$ cat src/rtl/core/sob_pkg.sv
// Shared types and constants for the Sobel 3x3 gradient filter.
// No dependencies; every other file in rtl/core imports this package.
`timescale 1ns / 1ps

package sob_pkg;

    localparam int unsigned SOB_MAX_WIDTH = 2048;
    localparam int unsigned PIX_W         = 8;
    localparam int unsigned COL_W         = 12;
    localparam int unsigned ROW_W         = 16;
    localparam int unsigned CCOL_W        = 11;
    localparam int unsigned GRAD_W        = 8;

    localparam logic [COL_W-1:0] WIDTH_RESET  = 12'd640;
    localparam logic [ROW_W-1:0] HEIGHT_RESET = 16'd480;

    // Register map: index = paddr[2]
    typedef enum logic {
        REG_IMAGE_WIDTH  = 1'b0,
        REG_IMAGE_HEIGHT = 1'b1
    } sob_reg_t;

    // Position info of one pixel, resolved when the word is accepted
    typedef struct packed {
        logic              interior;
        logic              frame_last;
        logic [CCOL_W-1:0] center_col;
        logic [ROW_W-1:0]  center_row;
    } sob_pos_t;

endpackage

$ cat src/rtl/core/sob_window.sv
// 3x3 window shift registers and the Sobel kernels with abs/saturate.
// Depends on sob_pkg.
`timescale 1ns / 1ps

module sob_window import sob_pkg::*; (
    input  logic              aclk,
    input  logic              aresetn,
    input  logic              shift,
    input  logic [PIX_W-1:0]  top,
    input  logic [PIX_W-1:0]  mid,
    input  logic [PIX_W-1:0]  bot,
    output logic [GRAD_W-1:0] gx_abs,
    output logic [GRAD_W-1:0] gy_abs
);

    // entries 0..2: column c-2 (upper, middle, lower); 3..5: column c-1
    logic [PIX_W-1:0] win_reg  [6];
    logic [PIX_W-1:0] win_next [6];
    logic [9:0]       gx_pos, gx_neg, gy_pos, gy_neg;
    logic signed [10:0] gx, gy;

    function automatic logic [GRAD_W-1:0] abs_sat(input logic signed [10:0] v);
        logic [10:0] a;
        a = v[10] ? 11'(-v) : 11'(v);
        return (a > 11'd255) ? GRAD_W'(255) : a[GRAD_W-1:0];
    endfunction

    always_comb begin
        gx_pos = 10'(top) + {1'b0, mid, 1'b0} + 10'(bot);
        gx_neg = 10'(win_reg[0]) + {1'b0, win_reg[1], 1'b0} + 10'(win_reg[2]);
        gy_pos = 10'(win_reg[2]) + {1'b0, win_reg[5], 1'b0} + 10'(bot);
        gy_neg = 10'(win_reg[0]) + {1'b0, win_reg[3], 1'b0} + 10'(top);
        gx     = signed'({1'b0, gx_pos}) - signed'({1'b0, gx_neg});
        gy     = signed'({1'b0, gy_pos}) - signed'({1'b0, gy_neg});
        gx_abs = abs_sat(gx);
        gy_abs = abs_sat(gy);
    end

    always_comb begin
        win_next[0] = win_reg[3];
        win_next[1] = win_reg[4];
        win_next[2] = win_reg[5];
        win_next[3] = top;
        win_next[4] = mid;
        win_next[5] = bot;
    end

    always_ff @(posedge aclk) begin
        if (!aresetn) begin
            for (int i = 0; i < 6; i++) begin
                win_reg[i] <= '0;
            end
        end else if (shift) begin
            for (int i = 0; i < 6; i++) begin
                win_reg[i] <= win_next[i];
            end
        end
    end

endmodule

$ cat config.mk
export PLATFORM = sky130hd
export DESIGN_NAME = sob_window
export DESIGN_NICKNAME = d
export VERILOG_FILES = /design/src/rtl/core/sob_pkg.sv /design/src/rtl/core/sob_window.sv
export SDC_FILE = /design/constraint.sdc
export NUM_CORES = 1
export LEC_CHECK = 0
export ABC_AREA = 1
export BUFFER_PORTS_ARGS = -buffer_cell sky130_fd_sc_hd__buf_4
export CORE_MARGIN = 3
export CORE_UTILIZATION = 56
export CTS_CLUSTER_SIZE = 30
export DETAILED_ROUTE_END_ITERATION = 7
export GPL_ROUTABILITY_DRIVEN = 1
export PLACE_DENSITY = 0.78
export SLEW_MARGIN = 5
export SYNTH_ARGS = -nofsm -noshare
export SYNTH_HDL_FRONTEND = slang
export SYNTH_SLANG_ARGS = --single-unit
$ cat constraint.sdc
create_clock -name aclk -period 3.15 [get_ports aclk]
set_input_delay 0 -clock aclk [delete_from_list [all_inputs] [get_ports aclk]]
set_output_delay 0 -clock aclk [all_outputs]
set_load 0.01 [all_outputs]
==> summary.txt <==
Mapped Cells: 615
std cell rows: 34
Netlist Area Pre-Place: 5220 um^2
number of fill cells: 684
Startpoint Class: flop
dpl hpwl: 7950 um
die area: 10500 um^2
Slew Viols, Final: 0
Area growth syn-to-layout: 20.4%
Setup CP Type: flop to output port
Worst R2R Path Depth: 3
global placer's final weighted congestion: 0.899
CTS buffer count: 5
Buffers on Ports: 42
core footprint: 8890 um^2
first-pass GRT wire length: 17000 um
Iteration-0 DRC Markers: 162
Root Driver: clkbuf_8
area of the multi-input gates: 3080 um^2
Power Dens Cells: 1070 nW/um^2
Hold WC Path Type: input port to flop
LEAKAGE: 0.00326 uW
slew of the pin with the lowest slew margin: 1.14 ns
clk_lat worst skew: 0.29 ns
CTS sink cnt: 48
required time of the critical path: 3.15 ns
Final Critical Period: 4.06 ns
GRT Util Overall: 20.3%
Max VDD drop: 0.000552 V
kind of cell adding the most delay to the critical path: adder cells
largest net degree at the start of global routing: 49
failing checks: negative setup slack
Syn Nets: 730
die width: 103 um
R2R Setup Slk: 2.22 ns
Worst R2R End: win_reg[2][1]
hold path depth: 3
CTS Buffer Depth: 2
status: finished with violations
period utilisation layout: 129%
max-cap violations: 0
fin worst setup slack: -0.915 ns
hold_sp: mid[5]
CTS tree: done
critical path startpoint: win_reg[5][1]
layout cells sized above 1: 27.4%
CTS H-tree depth: 2
critical path's slowest cell: fa_1
Seq/Total Area, Yosys: 27.6%
Slew HR: 24.1%
Final Hold Viols: 0
max reg flops: 48
Hold Slack: 0.0239 ns
worst path bufs/invs: 3
Reg clk slew, reported paths: 0.09 ns
Final ANT Viol Nets: 0
Starting Density: 58.7%
CP endpoint kind: output port
Min-Delay Endpoint: win_reg[4][5]
grt total ovfl: 0
diodes inserted: 0
setup violators final: 16
num ports: 43
Synth Area per Inst: 8.49 um^2
Fin Clk Skew: 0.00116 ns
library cells used by synthesis: 28
reg2reg start: win_reg[5][1]
crit path DAT: 4.06 ns
initial antenna violation count: 0
Yosys reg bits: 48
chip height: 103 um
Layout Nets: 836
CP max stage delay: 0.58 ns
Worst Path Max Fanout: 8
Sequential Area: 1440 um^2
final WL: 9780 um
cell breakdown of the critical path: fa_1 -> fa_1 -> fa_1 -> inv_1 -> fa_2 -> nand2_2 -> nor2_4 -> nand2_2 -> inv_2 -> nand3_2 -> nor2_1 -> nand2_1 -> nand2_2 -> nand3_2 -> nand2_4 -> nand4_1 -> buf_4
RSZ-0062 raised after global routing: yes
synth warn: 0
Core Util, Final: 70.7%
wire per inst: 11.8 um
fmax: 246 MHz
DRT Pass-1 Iters: 4
number of vias in the routed layout: 3976
vias in the first global route: 3963
vias per cell: 4.79
DRC: 0
-- power breakdown --
part,total [uW],switching [uW],internal (uW)
Sequential,770,18.2,752
Combinational,5580,3090,2490
Clock,361,206,154
-- placed cells by master, fill, tap and decap left out --
master      Yosys  layout
inv_1         195     187
buf_4           0     104
nor2_1         75      73
nand2_1        72      66
fa_1           62      59
edfxtp_1       48      48
nand2_2        33      39
ha_1           26      23
nand3_1        25      21
nand4_1        17      17
nand3_2         7      10
inv_2           1       9
a21oi_1         9       7
nand2_4         7       7
xor2_1          7       7
clkbuf_8        0       5
o21bai_1        4       4
o21ai_0         4       4
nor2_2          3       4
nand3b_1        3       3
nor2_4          2       3
clkinv_1        2       3
a21oi_2         1       3
fa_2            0       3
or2_4           2       2
nand3_4         1       2
ha_2            0       2
clkinv_4        1       1
nand2_8         1       1
inv_6           1       1
xnor2_1         1       1
ha_4            0       1
clkinvlp_4      0       1
clkbuf_1        5       1
-- synthesized netlist by cell type, drive strengths merged --
cell type  count  share of area [%]
inv          197                 14
a21oi         10                1.0
ha            26                6.2
or2            2               0.34
o21bai         4               0.58
nand4         17                2.0
edfxtp        48                 28
clkbuf         5               0.36
nand2        113                 11
nor2          80                6.2
xnor2          1               0.17
xor2           7                1.2
nand3b         3               0.43
fa            62                 24
o21ai          4               0.38
nand3         33                4.1
clkinv         3               0.31
-- metal layers --
layer	global-route usage (%)	wire, um
met5	0	0
met4	3.53	110
met3	2.71	373
met2	36.9	5220
met1	26.2	4080
-- stage by stage --
stage	TNS, ns	setup WS [ns]	cells	total power (uW)	area, um^2
final	-14.31	-0.915	830	6710	6280
after floorplan	-3.87	-0.248	615	4380	5230
after global routing	-17.49	-1.13	830	7460	6280
after global placement	-7.72	-0.519	813	5930	6070
after detailed placement	-8.82	-0.619	813	6100	6070
after CTS	-14.06	-0.901	826	6600	6210
-- tightest hold or removal path, cell delays in order --
cell and delay, ns:
buf_4 0.09, inv_1 0.03, nor2_1 0.08
-- area by class of cell --
cell class              count  area share [%]
multi-input cells         362            49.1
flip-flops and latches     48            22.9
repair buffers            104            12.4
inverters                 200            12.1
well taps                 108            2.15
clock buffers               6            1.15
clock inverters             2           0.179
-- cell families (layout without fill, tap and decap cells) --
kind of cell | count (synthesis) | in the layout | synth area share [%]
buffers and inverters | 205 | 312 | 14.9
adder cells (fa/ha/maj) | 88 | 88 | 30.0
XOR/XNOR | 8 | 8 | 1.34
flip-flops | 48 | 48 | 27.6
AND/OR/NAND/NOR | 248 | 248 | 24.1
AO/OA/AOI/OAI | 18 | 18 | 1.99
-- worst max-delay path by stage --
stage          cells past startpoint        end  slack (ns)
2_1_floorplan                     19  gy_abs[0]       -0.25
3_3_place_gp                      19  gy_abs[6]       -0.52
3_5_place_dp                      19  gy_abs[2]       -0.62
4_1_cts                           18  gx_abs[3]       -0.90
5_1_grt                           21  gx_abs[7]       -1.13
6_report                          17  gy_abs[2]       -0.91
-- what timing repair did --
item | CTS | global route
hold buffers | 0 | 0
endpoints found under the setup margin | 16 | 16
gates resized for setup | 9 | 13
gates cloned | 0 | 0
buffers inserted | 5 | 4
pin swaps | 7 | 10
Power figures use the tool's default switching activity.
