## src/rtl/core/sob_pkg.sv

```systemverilog
// Shared types and constants for the Sobel 3x3 gradient filter.
// No dependencies; every other file in rtl/core imports this package.
`timescale 1ns / 1ps

package sob_pkg;

    localparam int unsigned SOB_MAX_WIDTH = 2048;
    localparam int unsigned PIX_W         = 8;
    localparam int unsigned COL_W         = 12;
    localparam int unsigned ROW_W         = 16;
    localparam int unsigned CCOL_W        = 11;
    localparam int unsigned GRAD_W        = 8;

    localparam logic [COL_W-1:0] WIDTH_RESET  = 12'd640;
    localparam logic [ROW_W-1:0] HEIGHT_RESET = 16'd480;

    // Register map: index = paddr[2]
    typedef enum logic {
        REG_IMAGE_WIDTH  = 1'b0,
        REG_IMAGE_HEIGHT = 1'b1
    } sob_reg_t;

    // Position info of one pixel, resolved when the word is accepted
    typedef struct packed {
        logic              interior;
        logic              frame_last;
        logic [CCOL_W-1:0] center_col;
        logic [ROW_W-1:0]  center_row;
    } sob_pos_t;

endpackage

```

## src/rtl/core/sob_pos.sv

```systemverilog
// Column/row counters of the raster scan and border classification.
// Depends on sob_pkg.
`timescale 1ns / 1ps

module sob_pos import sob_pkg::*; #(
    parameter int unsigned MAX_WIDTH = SOB_MAX_WIDTH,
    localparam int unsigned AW = $clog2(MAX_WIDTH)
) (
    input  logic             aclk,
    input  logic             aresetn,
    input  logic             advance,
    input  logic [COL_W-1:0] image_width,
    input  logic [ROW_W-1:0] image_height,
    output logic [AW-1:0]    store_idx,
    output sob_pos_t         pos
);

    localparam int unsigned MAXW_CLIP = (MAX_WIDTH > 4095) ? 4095 : MAX_WIDTH;
    localparam logic [COL_W-1:0] MAXW_C = MAXW_CLIP[COL_W-1:0];

    logic [COL_W-1:0] col_reg, col_next;
    logic [ROW_W-1:0] row_reg, row_next;
    logic [COL_W-1:0] eff_w;
    logic [ROW_W-1:0] eff_h;
    logic             line_end;
    logic             frame_end;
    logic [COL_W-1:0] col_m1;

    always_comb begin
        eff_w = (image_width > MAXW_C) ? MAXW_C : image_width;
        if (eff_w == '0) begin
            eff_w = COL_W'(1);
        end
        eff_h = (image_height == '0) ? ROW_W'(1) : image_height;
    end

    assign line_end  = (col_reg >= eff_w - COL_W'(1));
    assign frame_end = line_end && (row_reg >= eff_h - ROW_W'(1));
    assign col_m1    = col_reg - COL_W'(1);

    assign store_idx = (32'(col_reg) < MAX_WIDTH) ? AW'(col_reg) : AW'(MAX_WIDTH - 1);

    always_comb begin
        pos.interior   = (col_reg >= COL_W'(2)) && (row_reg >= ROW_W'(2)) &&
                         (col_reg < eff_w) && (row_reg < eff_h);
        pos.frame_last = frame_end;
        pos.center_col = col_m1[CCOL_W-1:0];
        pos.center_row = row_reg - ROW_W'(1);
    end

    always_comb begin
        col_next = col_reg;
        row_next = row_reg;
        if (advance) begin
            if (line_end) begin
                col_next = '0;
                row_next = frame_end ? '0 : row_reg + ROW_W'(1);
            end else begin
                col_next = col_reg + COL_W'(1);
            end
        end
    end

    always_ff @(posedge aclk) begin
        if (!aresetn) begin
            col_reg <= '0;
            row_reg <= '0;
        end else begin
            col_reg <= col_next;
            row_reg <= row_next;
        end
    end

endmodule

```

## config.mk

```make
export PLATFORM = sky130hd
export DESIGN_NAME = sob_pos
export DESIGN_NICKNAME = d
export VERILOG_FILES = /design/src/rtl/core/sob_pkg.sv /design/src/rtl/core/sob_pos.sv
export SDC_FILE = /design/constraint.sdc
export NUM_CORES = 1
export LEC_CHECK = 0
export ABC_AREA = 1
export BUFFER_PORTS_ARGS = -buffer_cell sky130_fd_sc_hd__buf_2
export CAP_MARGIN = 20
export CORE_ASPECT_RATIO = 0.8
export CORE_MARGIN = 4
export CORE_UTILIZATION = 40
export CTS_BUF_LIST = sky130_fd_sc_hd__clkbuf_4 sky130_fd_sc_hd__clkbuf_8
export CTS_CLUSTER_SIZE = 25
export DETAILED_ROUTE_END_ITERATION = 12
export GPL_TIMING_DRIVEN = 0
export REMOVE_ABC_BUFFERS = 1
export SETUP_SLACK_MARGIN = 0.5
export SYNTH_ARGS = -nofsm -noshare
export SYNTH_HDL_FRONTEND = slang
export SYNTH_SLANG_ARGS = --single-unit
export TNS_END_PERCENT = 10
```

## constraint.sdc

```tcl
create_clock -name aclk -period 6.2 [get_ports aclk]
set_input_delay 0.31 -clock aclk [delete_from_list [all_inputs] [get_ports aclk]]
set_output_delay 0.31 -clock aclk [all_outputs]
set_load 0.01 [all_outputs]
```

==> results of run 1 <==
==> power groups by stage <==
stage	logic [uW]	clock network (uW)	registers, uW
2_1_floorplan	85.2	0	186
3_3_place_gp	129	0	187
3_5_place_dp	131	0	187
4_1_cts	132	150	183
5_1_grt	150	157	183
6_report	131	149	183
==> cell usage after synthesis, types with 2 or more instances <==
master,n,area (um2)
nand2_1,143,537
inv_1,87,327
nor2_1,82,308
ha_1,63,788
a21oi_1,45,225
nand3_1,34,170
xor2_1,32,280
dfxtp_1,28,561
o21ai_0,19,95.1
nand4_1,14,87.6
nor3_1,13,65.1
nor2_2,7,43.8
xnor2_1,7,61.3
o21ai_1,6,30.0
nand2_2,5,31.3
nor4_1,5,31.3
buf_2,3,15.0
buf_6,3,33.8
inv_2,3,11.3
nor3b_2,3,37.5
o21a_1,3,22.5
o31ai_1,3,22.5
buf_4,2,15.0
nand3_2,2,20.0
nor2_4,2,22.5
nor3_2,2,20.0
nor3b_1,2,15.0
o21ai_2,2,17.5
o21bai_1,2,15.0
==> per-stage QoR <==
stage	setup slack, ns	cell area [um2]
CTS	2.22	4560
global placement	2.16	4490
finish	2.11	4560
floorplan	2.96	3970
detailed placement	2.15	4490
global route	1.71	4560
==> final cells by class <==
class | instances | area (um2)
multi-input combinational | 509 | 3070
clock buffer | 3 | 41.3
fill | 1027 | 5170
timing repair buffer | 70 | 350
clock inverter | 1 | 30.0
inverter | 91 | 342
tap | 136 | 170
sequential | 28 | 561
==> worst max-delay path: stages <==
cell and delay (ns):
buf_2 0.07, inv_1 0.07, nand3_1 0.12, nor2_1 0.11, a21oi_1 0.27, ha_1 0.28, nand3_1 0.15, nor2_1 0.22
nand2_1 0.15, nor3_1 0.20, xor2_1 0.10, ha_1 0.28, nand2_1 0.08, nor4_1 0.65, nand2_1 0.15, nand3_1 0.13
nand2_1 0.20, inv_1 0.10, buf_2 0.13
==> final timing paths <==
check,end,slack [ns]
setup / recovery,pos[27],2.11
hold / removal,row_reg[1]$_SDFFE_PN0P_,0.36
setup reg to reg,row_reg[8]$_SDFFE_PN0P_,3.72
hold reg to reg,row_reg[0]$_SDFFE_PN0P_,0.51
==> per-layer routing <==
layer	vias up	part of all wire [%]	GRT usage, %
met5	-	0	0
met4	0	0.58	2.53
met3	6	3.7	2.14
met2	82	42	26.4
met1	1866	54	28.6
li1	2216	-	-
==> cell families after synthesis <==
| logic type | share of synthesized area, % |
|---|---|
| DFF | 13.9 |
| adders and majority gates | 19.5 |
| AOI/OAI and AO/OA | 11.8 |
| other | 0.0930 |
| and+or+nand+nor | 36.1 |
| buffers and inverters | 10.0 |
| xor gates and xnor gates | 8.47 |
==> report_table.html, run 1 <==
<table>
<tr><th>Metric</th><th>Value</th></tr>
<tr><th colspan="2">Synth</th></tr>
<tr><td>Sequential share of the synthesized area</td><td>13.9%</td></tr>
<tr><td>Synth Warn #</td><td>0</td></tr>
<tr><td>Post-synthesis area per instance</td><td>6.34 um2</td></tr>
<tr><td>Flip-flop and latch count after synthesis</td><td>28</td></tr>
<tr><td>Most used flip-flop cell after synthesis</td><td>dfxtp_1</td></tr>
<tr><td>Share of synthesized registers carrying an async set or reset</td><td>0%</td></tr>
<tr><td>Library cells used by synthesis</td><td>43</td></tr>
<tr><td>Count of flip-flops with a built-in enable after synthesis</td><td>0</td></tr>
<tr><td>Cell area after synthesis</td><td>4030 um2</td></tr>
<tr><td>Number of instances in the synthesized netlist</td><td>636</td></tr>
<tr><th colspan="2">Worst setup path</th></tr>
<tr><td>Crit. End Element</td><td>primary output</td></tr>
<tr><td>Maximum fanout along the worst path</td><td>7</td></tr>
<tr><td>CP Launch Point</td><td>image_height[14]</td></tr>
<tr><td>Startpoint-to-endpoint class of the critical path</td><td>in2out</td></tr>
<tr><td>Count of cells along the worst register-to-register path</td><td>10</td></tr>
<tr><td>Arrival @ worst endpoint</td><td>3.78 ns</td></tr>
<tr><td>Launch point of the worst reg-to-reg path</td><td>col_reg[0]$_SDFFE_PN0P_</td></tr>
<tr><td>Type of origin of the critical path</td><td>input port</td></tr>
<tr><td>Required time of the critical path</td><td>5.89 ns</td></tr>
<tr><th colspan="2">GRT</th></tr>
<tr><td>Initial antenna violation count</td><td>0</td></tr>
<tr><td>Total congestion overflow after global routing</td><td>0</td></tr>
<tr><td>GRT Overall Usage</td><td>18.0%</td></tr>
<tr><td>Number of global-route vias before repair</td><td>3691</td></tr>
<tr><td>Global-route wire length before repair</td><td>17800 um</td></tr>
<tr><td>Pin count of the biggest net entering global routing</td><td>17</td></tr>
<tr><th colspan="2">Clocking</th></tr>
<tr><td>CTS tree</td><td>built</td></tr>
<tr><td>Max Root-Sink Buffers</td><td>2</td></tr>
<tr><td>Cts bufs inserted</td><td>3</td></tr>
<tr><td>Cts repair resizes</td><td>0</td></tr>
<tr><td>Number of H-tree levels</td><td>1</td></tr>
<tr><td>Source-to-sink clock delay at the later pin of the worst-skew pair</td><td>0.29 ns</td></tr>
<tr><td>Clock-pin slew on the worst setup and hold paths</td><td>0.11 ns</td></tr>
<tr><td>CTS Sinks</td><td>28</td></tr>
<tr><td>Hold-fix buffers at CTS</td><td>0</td></tr>
<tr><td>Root buf cell</td><td>clkbuf_8</td></tr>
<tr><td>Number of setup buffers added after CTS</td><td>0</td></tr>
<tr><th colspan="2">Placement</th></tr>
<tr><td>Last weighted congestion value of the routability-driven placer</td><td>0.831</td></tr>
<tr><td>Cell count after placement</td><td>834</td></tr>
<tr><td>Quantity of I/O buffers inserted on ports</td><td>70</td></tr>
<tr><td>Detail Placement HPWL</td><td>9110 um</td></tr>
<tr><th colspan="2">STA</th></tr>
<tr><td>Hold slack</td><td>0.363 ns</td></tr>
<tr><td>Final hold viol count</td><td>0</td></tr>
<tr><td>Fin crit period</td><td>4.09 ns</td></tr>
<tr><td>Least-Margin Pin Slew</td><td>0.709 ns</td></tr>
<tr><td>Layout Skew</td><td>0.0113 ns</td></tr>
<tr><td>Fin. max-slew vios</td><td>0</td></tr>
<tr><td>Relative max-transition margin</td><td>52.3%</td></tr>
<tr><td>Finish-stage setup viols</td><td>0</td></tr>
<tr><td>Unrepaired setup endpoints after global routing</td><td>false</td></tr>
<tr><td>Fin Setup TNS</td><td>0 ns</td></tr>
<tr><td>Final Cycle Share</td><td>66.0%</td></tr>
<tr><td>Maximum operating frequency</td><td>0.244 GHz</td></tr>
<tr><th colspan="2">Floorplan</th></tr>
<tr><td>Core Box Area</td><td>9730 um2</td></tr>
<tr><td>Die Height</td><td>97.8 um</td></tr>
<tr><td>Die footprint</td><td>11800 um2</td></tr>
<tr><td>Starting density of the core</td><td>41.5%</td></tr>
<tr><td>Number of I/O pins</td><td>71</td></tr>
<tr><td>Die W</td><td>120 um</td></tr>
<tr><td>Rows</td><td>32</td></tr>
<tr><th colspan="2">Final layout</th></tr>
<tr><td>Share of layout cells above drive strength 1</td><td>15.0%</td></tr>
<tr><td>Count of placed standard cells in the final layout, fillers left out</td><td>838</td></tr>
<tr><td>Number of nets in the layout</td><td>797</td></tr>
<tr><td>Utilization of the core after routing</td><td>46.9%</td></tr>
<tr><td>Count of antenna diodes in the layout</td><td>0</td></tr>
<tr><td>Commonest non-fill, non-tap cell in the layout</td><td>nand2_1</td></tr>
<tr><td>Commonest non-fill, non-tap cells in the layout</td><td>nand2_1, inv_1, nor2_1</td></tr>
<tr><td>Flip-flop count of the largest register after layout</td><td>16</td></tr>
<tr><td>Layout-stage area growth over the synthesis result</td><td>13.1%</td></tr>
<tr><th colspan="2">Run</th></tr>
<tr><td>Number of max-cap violations</td><td>0</td></tr>
<tr><th colspan="2">Power and ir drop</th></tr>
<tr><td>Leakage power</td><td>0.00240 uW</td></tr>
<tr><td>Internal power</td><td>317 uW</td></tr>
<tr><td>Portion of total power attributed to the clock network</td><td>32.1%</td></tr>
<tr><td>Logic gate share of total power</td><td>28.3%</td></tr>
<tr><td>NetSw</td><td>146 uW</td></tr>
<tr><td>Switching power share of the total</td><td>31.5%</td></tr>
<tr><td>Power Total</td><td>463 uW</td></tr>
<tr><td>Power density over the cells</td><td>101 nW/um2</td></tr>
<tr><td>Sequential cell fraction of total power</td><td>39.6%</td></tr>
<tr><td>Max rail drop VDD</td><td>0.0772 mV</td></tr>
<tr><th colspan="2">Route</th></tr>
<tr><td>Iteration count of the initial detailed-routing pass</td><td>7</td></tr>
<tr><td>Via count</td><td>4170</td></tr>
<tr><td>Antenna Violating Nets Remaining</td><td>0</td></tr>
<tr><td>Wire length after detailed routing</td><td>10900 um</td></tr>
<tr><td>DRC errors left</td><td>0</td></tr>
<tr><td>Avg WL per Cell</td><td>13.0 um</td></tr>
<tr><td>Initial drt markers</td><td>256</td></tr>
<tr><td>Mean number of vias per cell</td><td>4.98</td></tr>
<tr><th colspan="2">Min path</th></tr>
<tr><td>Depth of the worst hold-timing path</td><td>3</td></tr>
<tr><td>Startpoint of the lowest-slack hold path</td><td>aresetn</td></tr>
<tr><td>Worst min-delay path class</td><td>in2reg</td></tr>
<tr><th colspan="2">Run status</th></tr>
<tr><td>Result of the run</td><td>finished, final reports clean</td></tr>
</table>
No activity file was read; power rests on OpenSTA's default activity.
==> inputs of run 2 (changes only) <==
Clock period 6.2 ns to 3.85 ns, I/O delays scaled along.
==> run 2 against run 1 <==
Effect of this change: critical path type unchanged; critical endpoint unchanged; clock skew shrank 0.0024 ns; highest routed layer unchanged; sequential cell count stayed put; sequential power increased by 61%.
==> report_table.html, run 2 (synthesized netlist as in run 1, its figures left out) <==
<table>
<tr><th>Metric</th><th>Value</th></tr>
<tr><th colspan="2">Run status</th></tr>
<tr><td>Result of the run</td><td>finished, final reports clean</td></tr>
<tr><th colspan="2">Worst setup path</th></tr>
<tr><td>Count of cells along the worst register-to-register path</td><td>10 (unchanged)</td></tr>
<tr><td>Crit. End Element</td><td>primary output</td></tr>
<tr><td>Startpoint-to-endpoint class of the critical path</td><td>in2out</td></tr>
<tr><td>Type of origin of the critical path</td><td>input port</td></tr>
<tr><td>Combined buffer and inverter count along the critical path</td><td>4 (unchanged)</td></tr>
<tr><td>Critical Path Slowest Stage Cell</td><td>ha_1</td></tr>
<tr><td>Delay of the slowest cell on the worst path</td><td>0.29 ns (-0.36 ns)</td></tr>
<tr><td>Arrival @ worst endpoint</td><td>2.92 ns (-0.86 ns)</td></tr>
<tr><td>Cells along the critical path</td><td>buf_2 -&gt; nor2_1 -&gt; nand2_1 -&gt; nor2_2 -&gt; nand2_2 -&gt; nand2_4 -&gt; nand2_4 -&gt; nand2_2 -&gt; nor2_1 -&gt; nor2_4 -&gt; ha_4 -&gt; nand2_1 -&gt; inv_2 -&gt; nand4_1 -&gt; xnor2_2 -&gt; ha_1 -&gt; nand2_1 -&gt; nor2_2 -&gt; and2_1 -&gt; nand2_1 -&gt; nand4_4 -&gt; nand2_4 -&gt; inv_1 -&gt; buf_2</td></tr>
<tr><td>Maximum fanout along the worst path</td><td>5 (-2)</td></tr>
<tr><td>Logic depth of the worst path, buffers included</td><td>24 (+5)</td></tr>
<tr><td>Required time of the critical path</td><td>3.66 ns (-2.23 ns)</td></tr>
<tr><td>Most frequent cell on the critical path</td><td>nand2_1</td></tr>
<tr><td>Cell family contributing the most delay on the critical path</td><td>simple AND/OR/NAND/NOR gates</td></tr>
<tr><th colspan="2">Final layout</th></tr>
<tr><td>Number of filler instances in the final layout</td><td>1002 (-2.4%)</td></tr>
<tr><td>Commonest non-fill, non-tap cells in the layout</td><td>nand2_1, inv_1, nor2_1</td></tr>
<tr><td>Number of nets in the layout</td><td>808 (+1.4%)</td></tr>
<tr><td>Count of placed standard cells in the final layout, fillers left out</td><td>849 (+1.3%)</td></tr>
<tr><td>Commonest non-fill, non-tap cell in the layout</td><td>nand2_1</td></tr>
<tr><td>FF+latch area</td><td>561 um2 (unchanged)</td></tr>
<tr><td>Share of layout cells above drive strength 1</td><td>18.9% (+4.0 points)</td></tr>
<tr><td>Area of the multi-input gates</td><td>3190 um2 (+4.0%)</td></tr>
<tr><td>Flip-flop count of the largest register after layout</td><td>16 (unchanged)</td></tr>
<tr><td>Layout-stage area growth over the synthesis result</td><td>18.1%</td></tr>
<tr><td>Count of antenna diodes in the layout</td><td>0 (unchanged)</td></tr>
<tr><th colspan="2">Route</th></tr>
<tr><td>DRC errors left</td><td>0 (unchanged)</td></tr>
<tr><td>Via count</td><td>4255 (+2.0%)</td></tr>
<tr><td>Avg WL per Cell</td><td>13.3 um (+2.7%)</td></tr>
<tr><td>Antenna Violating Nets Remaining</td><td>0 (unchanged)</td></tr>
<tr><td>Wire length after detailed routing</td><td>11300 um (+4.0%)</td></tr>
<tr><td>Initial drt markers</td><td>218 (-15%)</td></tr>
<tr><td>Mean number of vias per cell</td><td>5.01 (+0.72%)</td></tr>
<tr><td>Iteration count of the initial detailed-routing pass</td><td>5 (-2)</td></tr>
<tr><th colspan="2">STA</th></tr>
<tr><td>Fin. max-slew vios</td><td>0 (unchanged)</td></tr>
<tr><td>Maximum operating frequency</td><td>0.321 GHz</td></tr>
<tr><td>Final Cycle Share</td><td>80.9%</td></tr>
<tr><td>Unrepaired setup endpoints after global routing</td><td>false</td></tr>
<tr><td>Final worst setup slack</td><td>0.734 ns (-1.37 ns)</td></tr>
<tr><td>Fin crit period</td><td>3.12 ns</td></tr>
<tr><td>Finish-stage setup viols</td><td>0 (unchanged)</td></tr>
<tr><td>Final hold viol count</td><td>0 (unchanged)</td></tr>
<tr><td>Layout Skew</td><td>0.00890 ns (-0.00239 ns)</td></tr>
<tr><th colspan="2">Run</th></tr>
<tr><td>Number of max-cap violations</td><td>0 (unchanged)</td></tr>
<tr><th colspan="2">Floorplan</th></tr>
<tr><td>Core Box Area</td><td>9730 um2 (unchanged)</td></tr>
<tr><td>Die W</td><td>120 um (unchanged)</td></tr>
<tr><td>Number of I/O pins</td><td>71 (unchanged)</td></tr>
<tr><td>Die footprint</td><td>11800 um2 (unchanged)</td></tr>
<tr><td>Rows</td><td>32 (unchanged)</td></tr>
<tr><td>Die Height</td><td>97.8 um (unchanged)</td></tr>
<tr><td>Starting density of the core</td><td>41.5% (unchanged)</td></tr>
<tr><th colspan="2">Min path</th></tr>
<tr><td>Worst min-delay path class</td><td>in2reg</td></tr>
<tr><td>Depth of the worst hold-timing path</td><td>3 (unchanged)</td></tr>
<tr><th colspan="2">Placement</th></tr>
<tr><td>Last weighted congestion value of the routability-driven placer</td><td>0.831 (unchanged)</td></tr>
<tr><td>Detail Placement HPWL</td><td>9110 um (unchanged)</td></tr>
<tr><td>Worst slack after detailed placement</td><td>-0.0818 ns (-2.23 ns)</td></tr>
<tr><td>Cell count after placement</td><td>834 (unchanged)</td></tr>
<tr><td>Quantity of I/O buffers inserted on ports</td><td>70 (unchanged)</td></tr>
<tr><th colspan="2">Clocking</th></tr>
<tr><td>Max Root-Sink Buffers</td><td>2 (unchanged)</td></tr>
<tr><td>CTS tree</td><td>built</td></tr>
<tr><td>CTS Sinks</td><td>28 (unchanged)</td></tr>
<tr><td>Source-to-sink clock delay at the later pin of the worst-skew pair</td><td>0.29 ns (about the same)</td></tr>
<tr><td>Hold-fix buffers at CTS</td><td>0 (unchanged)</td></tr>
<tr><td>Root buf cell</td><td>clkbuf_8</td></tr>
<tr><td>Clock-pin slew on the worst setup and hold paths</td><td>0.11 ns (about the same)</td></tr>
<tr><td>Cts bufs inserted</td><td>3 (unchanged)</td></tr>
<tr><td>Number of H-tree levels</td><td>1 (unchanged)</td></tr>
<tr><th colspan="2">GRT</th></tr>
<tr><td>Number of global-route vias before repair</td><td>3738 (+1.3%)</td></tr>
<tr><td>Pin count of the biggest net entering global routing</td><td>17 (unchanged)</td></tr>
<tr><td>Total congestion overflow after global routing</td><td>0 (unchanged)</td></tr>
<tr><td>GRT Overall Usage</td><td>18.3% (+0.25 points)</td></tr>
<tr><td>Initial antenna violation count</td><td>0 (unchanged)</td></tr>
<tr><td>Global-route wire length before repair</td><td>18000 um (+1.2%)</td></tr>
<tr><th colspan="2">Power and ir drop</th></tr>
<tr><td>Power density over the cells</td><td>160 nW/um2 (+58%)</td></tr>
<tr><td>Max rail drop VDD</td><td>0.126 mV (+63%)</td></tr>
<tr><td>Leakage power</td><td>0.00249 uW (+3.5%)</td></tr>
</table>
run 2: changes by cell type in the layout (fill, tap and decap cells not counted), sizes merged:
| cell | change |
|---|---|
| nand2 | +1 |
| buf | +10 |
run 2: layer usage:
metal	share of wire (%)	GRT usage, %
met5	0	0
met4	0.64	2.53
met2	43	26.9
met1	52	29.0
met3	4.8	2.14
run 2: area by class of cell:
type,count,share of cell area (%)
multi-input cells,510,67.0
clock buffers,3,0.866
repair buffers,80,8.93
well taps,136,3.57
clock inverters,1,0.630
inverters,91,7.27
flip-flops and latches,28,11.8
run 2: worst register-to-register path: cells and delay by family (launching register included):
kind	cells	cell delay (ns)
adder cells (fa/ha/maj)	1	0.33
AND/OR/NAND/NOR	7	1.09
flip-flops	1	0.41
buffers and inverters	2	0.32
run 2: power by group:
| part | leakage [uW] | switching [uW] | internal, uW |
|---|---|---|---|
| clock | 0.0000357 | 101 | 140 |
| combinational | 0.00222 | 140 | 88.7 |
| sequential | 0.000226 | 3.61 | 291 |
run 2: final timing paths:
path / from / endpoint / slack, ns
max: image_width[4] / pos[27] / 0.73
min: aresetn / row_reg[1]$_SDFFE_PN0P_ / 0.27
min reg2reg: row_reg[0]$_SDFFE_PN0P_ / row_reg[0]$_SDFFE_PN0P_ / 0.52
max reg2reg: col_reg[0]$_SDFFE_PN0P_ / row_reg[10]$_SDFFE_PN0P_ / 1.62
run 2: repair_timing:
action | in CTS | in global routing
gates cloned | 0 | 1
hold endpoints to repair | 0 | 0
gates resized for setup | 10 | 19
setup endpoints to repair | 22 | 27
buffers inserted | 4 | 6
pin swaps | 4 | 8
run 2: stage by stage:
stage / TNS (ns) / power [uW] / instance area, um2 / utilization [%] / hold WS, ns
final: 0 / 764 / 4770 / 49.0 / 0.269
after global routing: 0 / 810 / 4770 / 49.0 / 0.267
after CTS: 0 / 754 / 4640 / 47.7 / 0.266
after detailed placement: -0.705 / 512 / 4490 / 46.2 / 0.498
after global placement: -0.655 / 508 / 4490 / 46.2 / 0.491
after floorplan: 0 / 437 / 3970 / - / 0.335
